$ cat config.mk
export PLATFORM = sky130hd
export DESIGN_NAME = swmf_ctl
export DESIGN_NICKNAME = d
export VERILOG_FILES = /design/src/design/swmf_pkg.sv /design/src/design/swmf_ctl.sv
export SDC_FILE = /design/constraint.sdc
export NUM_CORES = 1
export LEC_CHECK = 0
export BUFFER_PORTS_ARGS = -buffer_cell sky130_fd_sc_hd__buf_2
export CAP_MARGIN = 10
export CORE_AREA = 2 2 104 106
export DETAILED_ROUTE_END_ITERATION = 16
export DIE_AREA = 0 0 106 108
export GPL_TIMING_DRIVEN = 0
export PLACE_DENSITY = 0.81
export SLEW_MARGIN = 25
export SYNTH_ARGS = -nofsm -noshare
export SYNTH_HDL_FRONTEND = slang
export SYNTH_SLANG_ARGS = --single-unit
export TNS_END_PERCENT = 50
$ cat constraint.sdc
create_clock -name clock -period 9 [get_ports clock]
set_input_delay 1.35 -clock clock [delete_from_list [all_inputs] [get_ports clock]]
set_output_delay 1.35 -clock clock [all_outputs]
set_load 0.01 [all_outputs]
$ cat src/design/swmf_pkg.sv
// Shared types and constants of the square window median filter.
`timescale 1ns / 1ps
package swmf_pkg;

   localparam int LW_W       = 12;   // line_width register
   localparam int FH_W       = 13;   // frame_height register
   localparam int RAD_W      = 2;    // radius register
   localparam int ROW_W      = 12;   // row counter and result row
   localparam int COL_OUT_W  = 11;   // result column
   localparam int CSR_IDX_W  = 2;
   localparam int CSR_DATA_W = 13;
   localparam int NARROW_BITS = 8;
   localparam int MAX_HEIGHT  = 4096;

   localparam logic [LW_W-1:0]  LINE_WIDTH_RESET   = 12'd640;
   localparam logic [FH_W-1:0]  FRAME_HEIGHT_RESET = 13'd480;
   localparam logic [RAD_W-1:0] RADIUS_RESET       = 2'd1;

   typedef enum logic [CSR_IDX_W-1:0] {
      CSR_LINE_WIDTH   = 2'd0,
      CSR_FRAME_HEIGHT = 2'd1,
      CSR_RADIUS       = 2'd2,
      CSR_WIDE_SAMPLES = 2'd3
   } csr_index_type;

   // Position tag that travels with each pixel down the pipeline.
   typedef struct packed {
      logic [ROW_W-1:0]     row;
      logic [COL_OUT_W-1:0] col;
      logic                 last;
   } tag_type;

endpackage

$ cat src/design/swmf_ctl.sv
// Raster position counters, line store addressing and result tagging.
`timescale 1ns / 1ps
module swmf_ctl import swmf_pkg::*; #(
   parameter int MAX_WIDTH  = 2048,
   parameter int MAX_RADIUS = 3,
   localparam int CNT_W  = $clog2(MAX_WIDTH + 1),
   localparam int AW     = $clog2(MAX_WIDTH),
   localparam int MR_W   = $clog2(MAX_RADIUS + 1),
   localparam int SPAN_W = MR_W + 1,
   localparam int SLOTS  = 2 * MAX_RADIUS,
   localparam int SLOT_W = $clog2(SLOTS),
   localparam int SIDE   = SLOTS + 1,
   localparam int RANK_W = $clog2(SIDE * SIDE)
) (
   input  logic                        clock,
   input  logic                        reset,
   input  logic [LW_W-1:0]             line_width,
   input  logic [FH_W-1:0]             frame_height,
   input  logic [RAD_W-1:0]            radius,
   input  logic                        accept,
   output logic [AW-1:0]               col_addr,
   output logic [SLOT_W-1:0]           wr_slot,
   output logic [SPAN_W-1:0]           span,
   output logic [RANK_W-1:0]           target,
   output logic                        emit,
   output tag_type                     tag,
   output logic [SLOTS-1:0][SLOT_W-1:0] sel
);

   logic [CNT_W-1:0]  col_ff, col_in;
   logic [ROW_W-1:0]  row_ff, row_in;
   logic [SLOT_W-1:0] mod_ff [MAX_RADIUS];
   logic [SLOT_W-1:0] mod_in [MAX_RADIUS];

   logic [CNT_W-1:0]  w_eff, col_eff;
   logic [FH_W-1:0]   h_eff;
   logic [ROW_W-1:0]  row_eff;
   logic [MR_W-1:0]   r_eff;
   logic              row_restart;
   logic [SLOT_W-1:0] base;

   always_comb begin
      if (line_width == '0) begin
         w_eff = CNT_W'(1);
      end else if (int'(line_width) > MAX_WIDTH) begin
         w_eff = CNT_W'(MAX_WIDTH);
      end else begin
         w_eff = CNT_W'(line_width);
      end
      if (frame_height == '0) begin
         h_eff = FH_W'(1);
      end else if (int'(frame_height) > MAX_HEIGHT) begin
         h_eff = FH_W'(MAX_HEIGHT);
      end else begin
         h_eff = frame_height;
      end
      if (int'(radius) > MAX_RADIUS) begin
         r_eff = MR_W'(MAX_RADIUS);
      end else begin
         r_eff = MR_W'(radius);
      end
      span = {r_eff, 1'b0};

      // A counter left out of range by a register change restarts at zero.
      col_eff     = (col_ff >= w_eff) ? '0 : col_ff;
      row_restart = ({1'b0, row_ff} >= h_eff);
      row_eff     = row_restart ? '0 : row_ff;

      // Row modulo span picks the line store slot of the current row.
      base = '0;
      for (int i = 0; i < MAX_RADIUS; i++) begin
         if (int'(r_eff) == i + 1) begin
            base = row_restart ? '0 : mod_ff[i];
         end
      end
      for (int k = 0; k < SLOTS; k++) begin
         if (int'(base) + k >= int'(span)) begin
            sel[k] = SLOT_W'(int'(base) + k - int'(span));
         end else begin
            sel[k] = SLOT_W'(int'(base) + k);
         end
      end

      col_addr = col_eff[AW-1:0];
      wr_slot  = base;
      emit     = (int'(row_eff) >= int'(span)) && (int'(col_eff) >= int'(span));
      target   = RANK_W'(2 * int'(r_eff) * (int'(r_eff) + 1));
      tag.row  = ROW_W'(int'(row_eff) - int'(r_eff));
      tag.col  = COL_OUT_W'(int'(col_eff) - int'(r_eff));
      tag.last = (int'(row_eff) == int'(h_eff) - 1) && (int'(col_eff) == int'(w_eff) - 1);

      // Advance the raster position.
      col_in = col_eff + CNT_W'(1);
      row_in = row_eff;
      for (int i = 0; i < MAX_RADIUS; i++) begin
         mod_in[i] = row_restart ? '0 : mod_ff[i];
      end
      if (col_in >= w_eff) begin
         col_in = '0;
         if (int'(row_eff) + 1 >= int'(h_eff)) begin
            row_in = '0;
            for (int i = 0; i < MAX_RADIUS; i++) begin
               mod_in[i] = '0;
            end
         end else begin
            row_in = row_eff + ROW_W'(1);
            for (int i = 0; i < MAX_RADIUS; i++) begin
               if (int'(mod_in[i]) + 1 == 2 * (i + 1)) begin
                  mod_in[i] = '0;
               end else begin
                  mod_in[i] = mod_in[i] + SLOT_W'(1);
               end
            end
         end
      end
   end

   always_ff @(posedge clock) begin
      if (reset) begin
         col_ff <= '0;
         row_ff <= '0;
         for (int i = 0; i < MAX_RADIUS; i++) begin
            mod_ff[i] <= '0;
         end
      end else if (accept) begin
         col_ff <= col_in;
         row_ff <= row_in;
         for (int i = 0; i < MAX_RADIUS; i++) begin
            mod_ff[i] <= mod_in[i];
         end
      end
   end

endmodule

=== Word level (Yosys, flattened, before mapping) ===
Memory sizes are Yosys's and may differ from the RTL's.
Cells that the tools add are included.

* Output and inout bits: 66
* Input port bits: 30
* Bits in registers: 24
* Memories: 1
* Word-level logic and storage cells: 92
* Bits in writable memories: 9

* Reduce and logical (&&, ||, !) cells: 4
* Mux-type cells: 34
* Bitwise logic cells: 3
* $add $sub $neg: 25
* $lt $le $gt $ge: 14
* $mul: 1
* Eq/ne operators: 8

{| class="wikitable"
|+ Memories
! name !! words !! bits a word !! read ports !! clocked after Yosys merged registers in !! wr ports !! RTL line !! source
|-
| mod_ff || 3 || 3 || 3 || 0 || 3 || swmf_ctl.sv:32 || <nowiki>logic [SLOT_W-1:0] mod_ff [MAX_RADIUS];</nowiki>
|}

{| class="wikitable"
|+ Operators by type and width
! kind !! number
|-
| $mux W12 || 7
|-
| $mux W3 || 18
|-
| $mux W13 || 2
|-
| $add A12 B1 Y12 const B || 2
|-
| $ge A12 B12 Y1 || 2
|-
| $ge A12 B3 Y1 || 2
|-
| $ge A4 B3 Y1 || 5
|-
| $mux W9 || 2
|-
| $sub A3 B3 Y3 || 6
|-
| $add A3 B1 Y4 const B || 4
|-
| $eq A13 B14 Y1 || 1
|-
| $sub A13 B1 Y14 const B || 1
|-
| $add A12 B1 Y13 const B || 1
|-
| $eq A13 B13 Y1 || 1
|-
| $ge A12 B13 Y1 || 1
|-
| $ge A13 B13 Y1 || 1
|-
| $gt A13 B13 Y1 const B || 1
|-
| $logic_not A13 Y1 || 1
|-
| $sub A12 B1 Y13 const B || 1
|-
| $gt A12 B12 Y1 const B || 1
|-
| $logic_not A12 Y1 || 1
|-
| $sub A12 B2 Y12 || 1
|-
| $sub A11 B2 Y11 || 1
|-
| $add A3 B1 Y3 const B || 3
|-
| 12 further kinds || 23
|}

=== Logic depth before layout (Yosys ltp) ===
Gate-level depths: netlist of run 1.

* Word-level depth: 11
* Gate-level depth with buffers: 34
* Mapped depth without buffers: 28

=== Least setup slack after synthesis of run 1 ===
Ideal clock, no wire load.

* Path kind: in2reg
* Start point: input line_width[5]
* End point: memory mod_ff[0][1] (netlist name), data pin
* Arrival time: 6999 ps
* Setup slack: 1744 ps
* Setup time: 257 ps
* Stages on the path: 28
* Required time: 8743 ps
* Path buffers: 4
* Cell sequence: clkbuf_8 nor4_1 and3_1 o21ai_0 inv_1 ha_1 nand2b_1 a2111o_1 o211ai_1 and2_1 clkbuf_8 nand2_1 inv_1 ha_1 nand4_1 nor4_1 and3_1 xnor2_1 ha_1 a21o_1 a211oi_1 o311ai_0 and2_1 and4b_1 clkbuf_1 and2_1 clkbuf_1 a32o_1

{| class="wikitable"
|+ RTL lines
! what !! RTL line !! source
|-
| from (decl) || swmf_ctl.sv:17 || <nowiki>input logic [LW_W-1:0] line_width,</nowiki>
|-
| to (decl) || swmf_ctl.sv:32 ||
|}

=== Worst setup path in the final report of run 1 ===
* Start point: input line_width[3]
* End point: register row_ff[7]

* Cells in the longest elaborated chain, start to end: 8
* Elaborated cells on any way between the ends: 9
* Those cells by class: 1 x add/sub; 3 x order compare; 4 x mux; 1 x reduce/logical

{| class="wikitable"
|+ RTL lines
! what !! RTL line !! source
|-
| $gt A12 B12 Y1 || swmf_ctl.sv:45 || <nowiki>end else if (int'(line_width) > MAX_WIDTH) begin</nowiki>
|-
| $mux W12 || swmf_ctl.sv:45 ||
|-
| $mux W12 * || swmf_ctl.sv:43 || <nowiki>if (line_width == '0) begin</nowiki>
|-
| $ge A12 B12 Y1 || swmf_ctl.sv:65 || <nowiki>col_eff = (col_ff >= w_eff) ? '0 : col_ff;</nowiki>
|-
| $mux W12 || swmf_ctl.sv:65 ||
|-
| $add A12 B1 Y12 || swmf_ctl.sv:93 || <nowiki>col_in = col_eff + CNT_W'(1);</nowiki>
|-
| $ge A12 B12 Y1 * || swmf_ctl.sv:98 || <nowiki>if (col_in >= w_eff) begin</nowiki>
|-
| $mux W12 * || swmf_ctl.sv:98 ||
|-
| to (signal assigned) || swmf_ctl.sv:127 || <nowiki>row_ff <= row_in;</nowiki>
|-
| to (decl) || swmf_ctl.sv:31 || <nowiki>logic [ROW_W-1:0] row_ff, row_in;</nowiki>
|}

Mark *: on every way between the ends. The rest lies on a longest branch, timed or not.
A chain may end at the register's enable or synchronous reset.

==> results.sh, run 1 <==
export IMPL_p_leak_nw=3.115
export IMPL_grt_pass1_vias=5757
export IMPL_fp_dieW_um=106
export IMPL_nFillCells=952
export IMPL_path_buf_inv=6
export IMPL_synth_top_area_share=0.1841
export IMPL_synthMuxAreaShare=0.02264
export IMPL_place_gp_congestion=0.9893
export IMPL_overflow=0
export IMPL_numPortBuffers=90
export IMPL_worstMarginPinSlew_ns=0.9400
export IMPL_internal_power_uw=356.1
export IMPL_cp_arrival_ns=8.81
export IMPL_synthCells=795
export IMPL_cts_sinks=33
export IMPL_dieArea_um2=11450
export IMPL_synth_top_cell_by_area="ha_1"
export IMPL_end_kind="flop"
export IMPL_slew_viol_final=0
export IMPL_ctsHoldBuffers=0
export IMPL_p_switching_uw=221.0
export IMPL_maxCapViolations=0
export IMPL_grt_max_degree=17
export IMPL_core_area_um2=10230
export IMPL_synth_seq_area_share=0.1270
export IMPL_cp_top_family="simple AND/OR/NAND/NOR gates"
export IMPL_n_antenna_cell=0
export IMPL_synth_avg_cell_area_um2=7.438
export IMPL_yosysUniqueCellTypes=83
export IMPL_row_count=37
export IMPL_drt_total_wl_um=17950
export IMPL_critPathMaxFanout=10
export IMPL_dp_hpwl_um=13980
export IMPL_swShare=0.3830
export IMPL_clock_fmax_mhz=116.1
export IMPL_cts_clk_slew_worst_paths_ns=0.08
export IMPL_hp_class="reg -> reg"
export IMPL_fin_skew_ns=0.005287
export IMPL_clk_latency_ns=0.29
export IMPL_status="completed"
export IMPL_cts_tree="built"
export IMPL_p_clk_frac=0.266
export IMPL_drive_above_1_share=0.1542
export IMPL_setup_ws_ns=0.3855
export IMPL_relSlewSlack=0.3676
export IMPL_yosys_warnings=0
export IMPL_drc=0
export IMPL_powerDensity_nw_per_um2=86.68
export IMPL_setup_viol=0
export IMPL_track_usage=0.3080
export IMPL_antenna_found_initial=0
export IMPL_tns_ns=0
export IMPL_synthXorXnorAreaFrac=0.06665
export IMPL_cp_slowest_cell="nor4_1"
export IMPL_rsz0062_at_grt="false"
export IMPL_place_ws_ns=0.3935
export IMPL_root_buffer="clkbuf_8"
export IMPL_drt_iter0_markers=526
export IMPL_ant_nets=0
export IMPL_wl_met3_um=1689
export IMPL_cts_htree_levels=2
export IMPL_cts_setup_buffers=0
export IMPL_synthesis_area_um2=5913
export IMPL_pin_count=96
export IMPL_syn2layout_area_growth_pct=12.59
export IMPL_cts_buffer_depth=2
export IMPL_timing_final_crit_period_ns=8.615
export IMPL_synth_top_family_by_area="simple AND/OR/NAND/NOR gates"
export IMPL_fin_crit_sh=0.9572
export IMPL_critical_path_required_ns=9.20
export IMPL_avgViaCountPerCell=6.325
export IMPL_worst_setup_path_type="in -> reg"
export IMPL_final_area_um2=6658
export IMPL_p_comb_frac=0.454
export IMPL_synth_fa_ha_area_frac=0.1976
export IMPL_wl_met2_um=8116
export IMPL_hold_viol=0
export IMPL_wire_per_inst_um=17.41
export IMPL_dr_total_vias=6521
export IMPL_synth_edf_count=9
export IMPL_place_inst=1023
export IMPL_synth_compound_area_frac=0.2490
export IMPL_start_util=0.5780
export IMPL_ir_drop_uv=86.29
export IMPL_cts_buffers=5
export IMPL_synth_ff_latch_count=33
export IMPL_finalPower_uw=577.1
export IMPL_async_reset_ff_frac=0
export IMPL_ys_top_cells_by_area="ha_1 (18%), dfxtp_1 (8.1%), xnor2_1 (4.9%), nor2_1 (4.7%), edfxtp_1 (4.6%)"
export IMPL_grt_pass1_wl_um=28590
export IMPL_highest_layer="met4"
export IMPL_synth_ff_type="dfxtp_1"
export IMPL_fin_cells=1031
export IMPL_die_h_um=108
export IMPL_start_kind="primary input"
export IMPL_p_seq_frac=0.281
export IMPL_nets=1015
export IMPL_drt_met1_wl_um=7574
export IMPL_dr_pass1_iters=11
export IMPL_place_area_um2=6541
export IMPL_synth_simple_gate_area_share=0.2526
export IMPL_cpPeakStageDelay_ns=0.82
==> Yosys cell counts (12+ instances only) <==
cell and count:
ha_1 87, xor2_1 12, nand3_1 29, dfxtp_1 24
inv_1 52, clkbuf_1 30, nor2_1 74, nand2_1 72
o21ai_0 43, nor3_1 23, a21oi_1 49, xnor2_1 33
and3_1 13
==> final timing paths <==
path,slack (ns),from,to,depth (start not counted)
setup reg to reg,2.18,col_ff[9],row_ff[7],23
hold reg to reg,0.58,col_ff[0],col_ff[0],2
hold / removal,0.58,col_ff[0],col_ff[0],2
setup / recovery,0.39,line_width[3],row_ff[7],28
==> worst register-to-register path, stage by stage (launching register included) <==
cell,delay (ns)
dfxtp_1,0.47
ha_1,0.29
a21o_1,0.16
a211oi_1,0.23
a2bb2oi_1,0.58
and2_1,0.24
clkbuf_8,0.17
nand2_1,0.11
inv_1,0.19
ha_1,0.25
nand4_1,0.15
nor4_1,0.82
and3_1,0.36
xnor2_1,0.10
ha_1,0.31
nor2_1,0.04
o31ai_1,0.42
and2_1,0.25
and4b_1,0.19
clkbuf_1,0.26
and2_1,0.24
clkbuf_1,0.45
nand2_1,0.18
o31ai_1,0.27
==> power groups by stage <==
stage	combinational, mW	clock, mW	sequential (mW)
after global routing	0.290	0.158	0.163
final	0.262	0.153	0.162
after CTS	0.260	0.151	0.162
after detailed placement	0.258	0	0.165
after floorplan	0.176	0	0.163
after global placement	0.254	0	0.165
==> registers in the layout, summed over array words and instances, names as in the netlist <==
signal and count:
col_ff 12, row_ff 12, mod_ff 9
==> layer usage <==
layer | GRT usage | up-vias
li1 | - | 3105
met1 | 0.4233 | 2990
met2 | 0.4935 | 364
met3 | 0.04641 | 62
met4 | 0.1081 | 0
met5 | 0 | -
==> metrics by stage <==
| step | hold WS [ns] | util |
|---|---|---|
| 2_1_floorplan | 0.4915 | - |
| 3_3_place_gp | 0.5290 | 0.6394 |
| 3_5_place_dp | 0.5302 | 0.6394 |
| 5_1_grt | 0.6014 | 0.6507 |
| 4_1_cts | 0.5719 | 0.6507 |
| 6_report | 0.5763 | 0.6507 |
==> logic make-up after synthesis <==
family,Yosys count
buffers and inverters,103
adder cells (fa/ha/maj),91
XOR/XNOR,45
AO/OA/AOI/OAI,215
AND/OR/NAND/NOR,294
flip-flops,33
multiplexers,13
other,1
==> final cells by class <==
class,count,area (um^2),share of cell area
Clock inverter,1,30.03,0.004510
Clock buffer,7,86.33,0.01297
Tap cell,136,170.2,0.02556
Sequential cell,33,750.7,0.1128
Inverter,53,198.9,0.02988
Multi-Input combinational cell,661,4674,0.7021
Timing Repair Buffer,90,450.4,0.06766
Buffer,50,296.5,0.04454
==> cells in the final DEF, fill, tap and decap left out, types with 24 or more instances in the layout <==
cell | netlist | routed
o21ai_0 | 43 | 42
nand2_1 | 72 | 72
buf_2 | 1 | 91
nand3_1 | 29 | 29
inv_1 | 52 | 52
nor2_1 | 74 | 74
a21oi_1 | 49 | 49
clkbuf_1 | 30 | 31
dfxtp_1 | 24 | 24
xnor2_1 | 33 | 33
ha_1 | 87 | 87
==> timing repair <==
item,4_1_cts,5_1_grt
hold endpoints to repair,0,0
resized for setup,0,1
endpoints found under the setup margin,0,1
Power figures use the tool's default switching activity.
==> run 2, diff against run 1 <==
CORE_AREA = 2 2 136 105   (was 2 2 104 106)
DIE_AREA = 0 0 138 107   (was 0 0 106 108)
PLACE_DENSITY = not set   (was 0.81)
==> run 2 against run 1 <==
Setup slack better by 0.19 ns. Non-clock buffer count stayed put. Total power increased by 3.9%. Combinational power increased by 2%. Cell count up 3.8%. Flip-flop and latch count did not move. Via count grew 0.49%. Worst hold slack got worse by 0.0026 ns. Clock skew grew 0.0034 ns.
==> results.sh, run 2 (synthesis results as in run 1) <==
export IMPL_status="completed"
export IMPL_grt_max_degree=17
export IMPL_core_area_um2=13430
export IMPL_nFillCells=1377
export IMPL_slew_viol_final=0
export IMPL_cts_tree="built"
export IMPL_place_ws_ns=0.3101
export IMPL_swShare=0.3846
export IMPL_fin_hold_ws_ns=0.5737
export IMPL_critPathMaxFanout=10
export IMPL_place_inst=1062
export IMPL_internal_power_uw=369.0
export IMPL_cp_arrival_ns=8.63
export IMPL_dieArea_um2=14770
export IMPL_row_count=37
export IMPL_final_common_cell="buf_2"
export IMPL_cts_setup_buffers=0
export IMPL_dr_pass1_iters=5
export IMPL_p_switching_uw=230.6
export IMPL_cts_buffers=5
export IMPL_pin_count=96
export IMPL_syn2layout_area_growth_pct=13.97
export IMPL_ant_nets=0
export IMPL_ctsHoldBuffers=0
export IMPL_overflow=0
export IMPL_fp_dieW_um=138
export IMPL_n_antenna_cell=0
export IMPL_p_comb_frac=0.444
export IMPL_cts_sinks=33
export IMPL_end_kind="flop"
export IMPL_dp_hpwl_um=15740
export IMPL_numPortBuffers=90
export IMPL_drive_above_1_share=0.1542
export IMPL_clock_fmax_mhz=118.7
export IMPL_start_util=0.4404
export IMPL_hold_viol=0
export IMPL_drt_total_wl_um=19730
export IMPL_drc=0
export IMPL_dr_total_vias=6553
export IMPL_cp_common_cell="clkbuf_1"
export IMPL_start_kind="primary input"
export IMPL_grt_pass1_wl_um=31550
export IMPL_antenna_found_initial=0
export IMPL_cts_htree_levels=2
export IMPL_post_cts_resized=0
export IMPL_hp_class="reg -> reg"
export IMPL_fin_cells=1070
export IMPL_root_buffer="clkbuf_16"
export IMPL_cp_slowest_cell="clkbuf_1"
export IMPL_worst_setup_path_type="in -> reg"
export IMPL_cp_top_family="buffers and inverters"
export IMPL_powerDensity_nw_per_um2=88.97
export IMPL_wire_per_inst_um=18.44
export IMPL_clk_latency_ns=0.29
export IMPL_place_gp_congestion=0.9350
export IMPL_path_buf_inv=10
export IMPL_cts_clk_slew_worst_paths_ns=0.06
export IMPL_critical_path_required_ns=9.20
export IMPL_timing_final_crit_period_ns=8.423
export IMPL_relSlewSlack=0.4483
export IMPL_avgViaCountPerCell=6.124
export IMPL_p_seq_frac=0.270
export IMPL_track_usage=0.2593
export IMPL_die_h_um=107
export IMPL_grt_pass1_vias=6074
export IMPL_nets=1015
export IMPL_tns_ns=0
export IMPL_ir_drop_uv=59.33
export IMPL_fin_crit_sh=0.9359
export IMPL_setup_ws_ns=0.5767
export IMPL_largestRegisters="col_ff: 12 flops, row_ff: 12 flops, mod_ff: 9 flops"
export IMPL_cts_buffer_depth=2
export IMPL_setup_viol=0
export IMPL_rsz0062_at_grt="false"
export IMPL_mostFrequentLayoutCells="buf_2 (91), ha_1 (87), nor2_1 (74), nand2_1 (72), inv_1 (52)"
export IMPL_worstMarginPinSlew_ns=0.8245
export IMPL_finalPower_uw=599.5
export IMPL_p_leak_nw=3.122
export IMPL_fin_skew_ns=0.008704
export IMPL_maxCapViolations=0
export IMPL_drt_iter0_markers=401
export IMPL_cpPeakStageDelay_ns=0.48
export IMPL_p_clk_frac=0.286
run 2: metrics by stage:
stage | utilization | area (um^2)
global placement | 0.4909 | 6590
detailed placement | 0.4909 | 6590
finish | 0.5020 | 6739
CTS | 0.5010 | 6726
floorplan | - | 5921
global route | 0.5020 | 6739
run 2: metal layers:
layer | part of all wire | global-route usage | routed length [um]
met5 | 0 | 0 | 0
met4 | 0.0097 | 0.05539 | 191
met3 | 0.067 | 0.02724 | 1327
met2 | 0.44 | 0.4031 | 8597
met1 | 0.49 | 0.3864 | 9610
run 2: area by class of cell:
cell class | instances | area (um^2) | area share
clock buffers | 8 | 136.4 | 0.02024
repair buffers | 90 | 450.4 | 0.06684
inverters | 53 | 198.9 | 0.02952
plain buffers | 50 | 296.5 | 0.04400
well taps | 175 | 219.0 | 0.03249
multi-input cells | 661 | 4687 | 0.6955
flip-flops and latches | 33 | 750.7 | 0.1114
run 2: path summary, 6_finish.rpt:
| path | from | to | slack (ns) | cells past startpoint |
|---|---|---|---|---|
| min | col_ff[0] | col_ff[0] | 0.57 | 2 |
| min reg2reg | col_ff[0] | col_ff[0] | 0.57 | 2 |
| max reg2reg | col_ff[9] | mod_ff[0][1] | 2.31 | 23 |
| max | frame_height[12] | row_ff[7] | 0.58 | 34 |
run 2: power by group through the flow:
stage	Sequential (mW)	Combinational [mW]	Clock, mW
after floorplan	0.163	0.176	0
after global placement	0.165	0.254	0
after detailed placement	0.165	0.263	0
after CTS	0.162	0.264	0.170
after global routing	0.163	0.295	0.176
final	0.162	0.266	0.172
run 2: worst register-to-register path, cell delays in order, from the launching register on:
cell and delay, ns:
dfxtp_1 0.45, ha_1 0.29, a21o_1 0.17, a211oi_1 0.25
a2bb2oi_1 0.56, and2_1 0.23, clkbuf_8 0.17, nand2_1 0.14
inv_1 0.16, ha_1 0.22, nand4_1 0.16, nor4_2 0.53
and3_1 0.32, xnor2_1 0.16, ha_1 0.28, a21o_1 0.20
a211oi_1 0.29, o311ai_0 0.34, and2_1 0.28, and4b_1 0.18
clkbuf_1 0.18, and2_1 0.25, clkbuf_1 0.29, a32o_1 0.34
==> run 3, diff against run 2 <==
RECOVER_POWER = 25   (was not set)
==> run 3 against run 2 <==
Global-route usage unchanged. Core utilization decreased by 0.15 points. Sequential share of layout area about the same. Highest routed layer unchanged. Largest cell class unchanged. Register-to-register slack worse by 0.04 ns. Flip-flop and latch count unchanged.
==> results.sh, run 3 (synthesis results as in run 1) <==
export IMPL_status="completed"
export IMPL_worstMarginPinSlew_ns=0.8092
export IMPL_n_antenna_cell=0
export IMPL_cp_slowest_cell="clkbuf_1"
export IMPL_cts_setup_buffers=0
export IMPL_nets=1015
export IMPL_timing_final_crit_period_ns=8.393
export IMPL_critPathMaxFanout=10
export IMPL_ant_nets=0
export IMPL_syn2layout_area_growth_pct=13.63
export IMPL_dr_pass1_iters=5
export IMPL_cts_clk_slew_worst_paths_ns=0.06
export IMPL_start_util=0.4404
export IMPL_tns_ns=0
export IMPL_fp_dieW_um=138
export IMPL_cp_common_cell="clkbuf_1"
export IMPL_core_area_um2=13430
export IMPL_drc=0
export IMPL_place_gp_congestion=0.9350
export IMPL_crit_path_start="frame_height[12]"
export IMPL_end_kind="flop"
export IMPL_drt_total_wl_um=19730
export IMPL_drt_iter0_markers=463
export IMPL_cts_buffer_depth=2
export IMPL_slew_viol_final=0
export IMPL_grt_pass1_vias=6074
export IMPL_final_common_cell="ha_1"
export IMPL_clk_latency_ns=0.29
export IMPL_place_ws_ns=0.3101
export IMPL_grt_max_degree=17
export IMPL_pin_count=96
export IMPL_rsz0062_at_grt="false"
export IMPL_relSlewSlack=0.4605
export IMPL_r2r_start="col_ff[9]"
export IMPL_fin_skew_ns=0.01049
export IMPL_cpPeakStageDelay_ns=0.49
export IMPL_hp_class="reg -> reg"
export IMPL_critical_path_required_ns=9.20
export IMPL_avgViaCountPerCell=6.093
export IMPL_die_h_um=107
export IMPL_cts_tree="built"
export IMPL_dr_total_vias=6520
export IMPL_final_util=0.5005
export IMPL_hold_viol=0
export IMPL_largestRegisters="col_ff: 12 flops, row_ff: 12 flops, mod_ff: 9 flops"
export IMPL_start_kind="primary input"
export IMPL_cts_buffers=5
export IMPL_dp_hpwl_um=15740
export IMPL_worstHoldStart="col_ff[0]"
export IMPL_root_buffer="clkbuf_16"
export IMPL_seqCellArea_um2=750.7
export IMPL_track_usage=0.2593
export IMPL_p_leak_nw=3.062
export IMPL_wire_per_inst_um=18.44
export IMPL_ir_drop_uv=58.94
export IMPL_fin_crit_sh=0.9326
export IMPL_powerDensity_nw_per_um2=88.90
export IMPL_mostFrequentLayoutCells="ha_1 (87), buf_2 (75), nor2_1 (74), nand2_1 (72), inv_1 (53)"
export IMPL_overflow=0
export IMPL_multi_input_comb_area_um2=4687
export IMPL_numPortBuffers=90
export IMPL_cts_htree_levels=2
export IMPL_row_count=37
export IMPL_setup_viol=0
export IMPL_cp_arrival_ns=8.60
export IMPL_grt_pass1_wl_um=31550
export IMPL_dieArea_um2=14770
export IMPL_fin_cells=1070
export IMPL_worst_setup_path_type="in -> reg"
export IMPL_antenna_found_initial=0
export IMPL_nFillCells=1382
export IMPL_place_inst=1062
export IMPL_cts_sinks=33
export IMPL_maxCapViolations=0
export IMPL_clock_fmax_mhz=119.1
export IMPL_drive_above_1_share=0.1352
export IMPL_setup_ws_ns=0.6068
export IMPL_finalPower_uw=597.3
run 3: changes by cell type in the layout (fill, tap and decap cells not counted):
cell,previous run,this run
inv_1,52,53
and2_0,0,1
clkbuf_1,33,49
inv_2,1,0
buf_2,91,75
and2_1,8,7
run 3: worst max-delay path: cells and delay by family:
family | cells | cell delay, ns
and+or+nand+nor | 15 | 2.44
AOI/OAI and AO/OA | 5 | 1.11
adders and majority gates | 3 | 0.78
buffers and inverters | 10 | 2.76
xor gates and xnor gates | 1 | 0.16
run 3: repair_timing:
action / in CTS / in global routing
gates resized for setup: 0 / 2
hold buffers: 0 / 0
setup endpoints to repair: 0 / 2
run 3: metrics by stage:
step | area, um^2 | hold slack [ns]
floorplan | 5921 | 0.4915
global placement | 6590 | 0.5436
detailed placement | 6590 | 0.5530
CTS | 6726 | 0.5617
global route | 6719 | 0.6014
finish | 6719 | 0.5686
run 3: layer usage:
| metal | vias up | track usage | share of wire |
|---|---|---|---|
| met5 | - | 0 | 0 |
| met4 | 0 | 0.05539 | 0.014 |
| met3 | 26 | 0.02724 | 0.074 |
| met2 | 284 | 0.4031 | 0.43 |
| met1 | 3099 | 0.3864 | 0.48 |
| li1 | 3111 | - | - |
run 3: final cells by class:
class	count	share of cell area
Clock buffer	8	0.02030
Inverter	53	0.02961
Sequential cell	33	0.1117
Multi-Input combinational cell	661	0.6976
Buffer	50	0.04413
Timing Repair Buffer	90	0.06406
Tap cell	175	0.03259
run 3: report_power, final:
group | switching (mW) | leakage, nW | internal, mW
sequential | 0.00441 | 0.293 | 0.158
combinational | 0.157 | 2.70 | 0.107
clock | 0.0673 | 0.0652 | 0.103
run 3: final timing paths:
path | end | slack, ns | cells after the start
worst max-delay path | row_ff[7] | 0.61 | 34
worst min-delay path | col_ff[0] | 0.57 | 2
worst max register to register | mod_ff[0][1] | 2.27 | 23
worst min register to register | col_ff[0] | 0.57 | 2
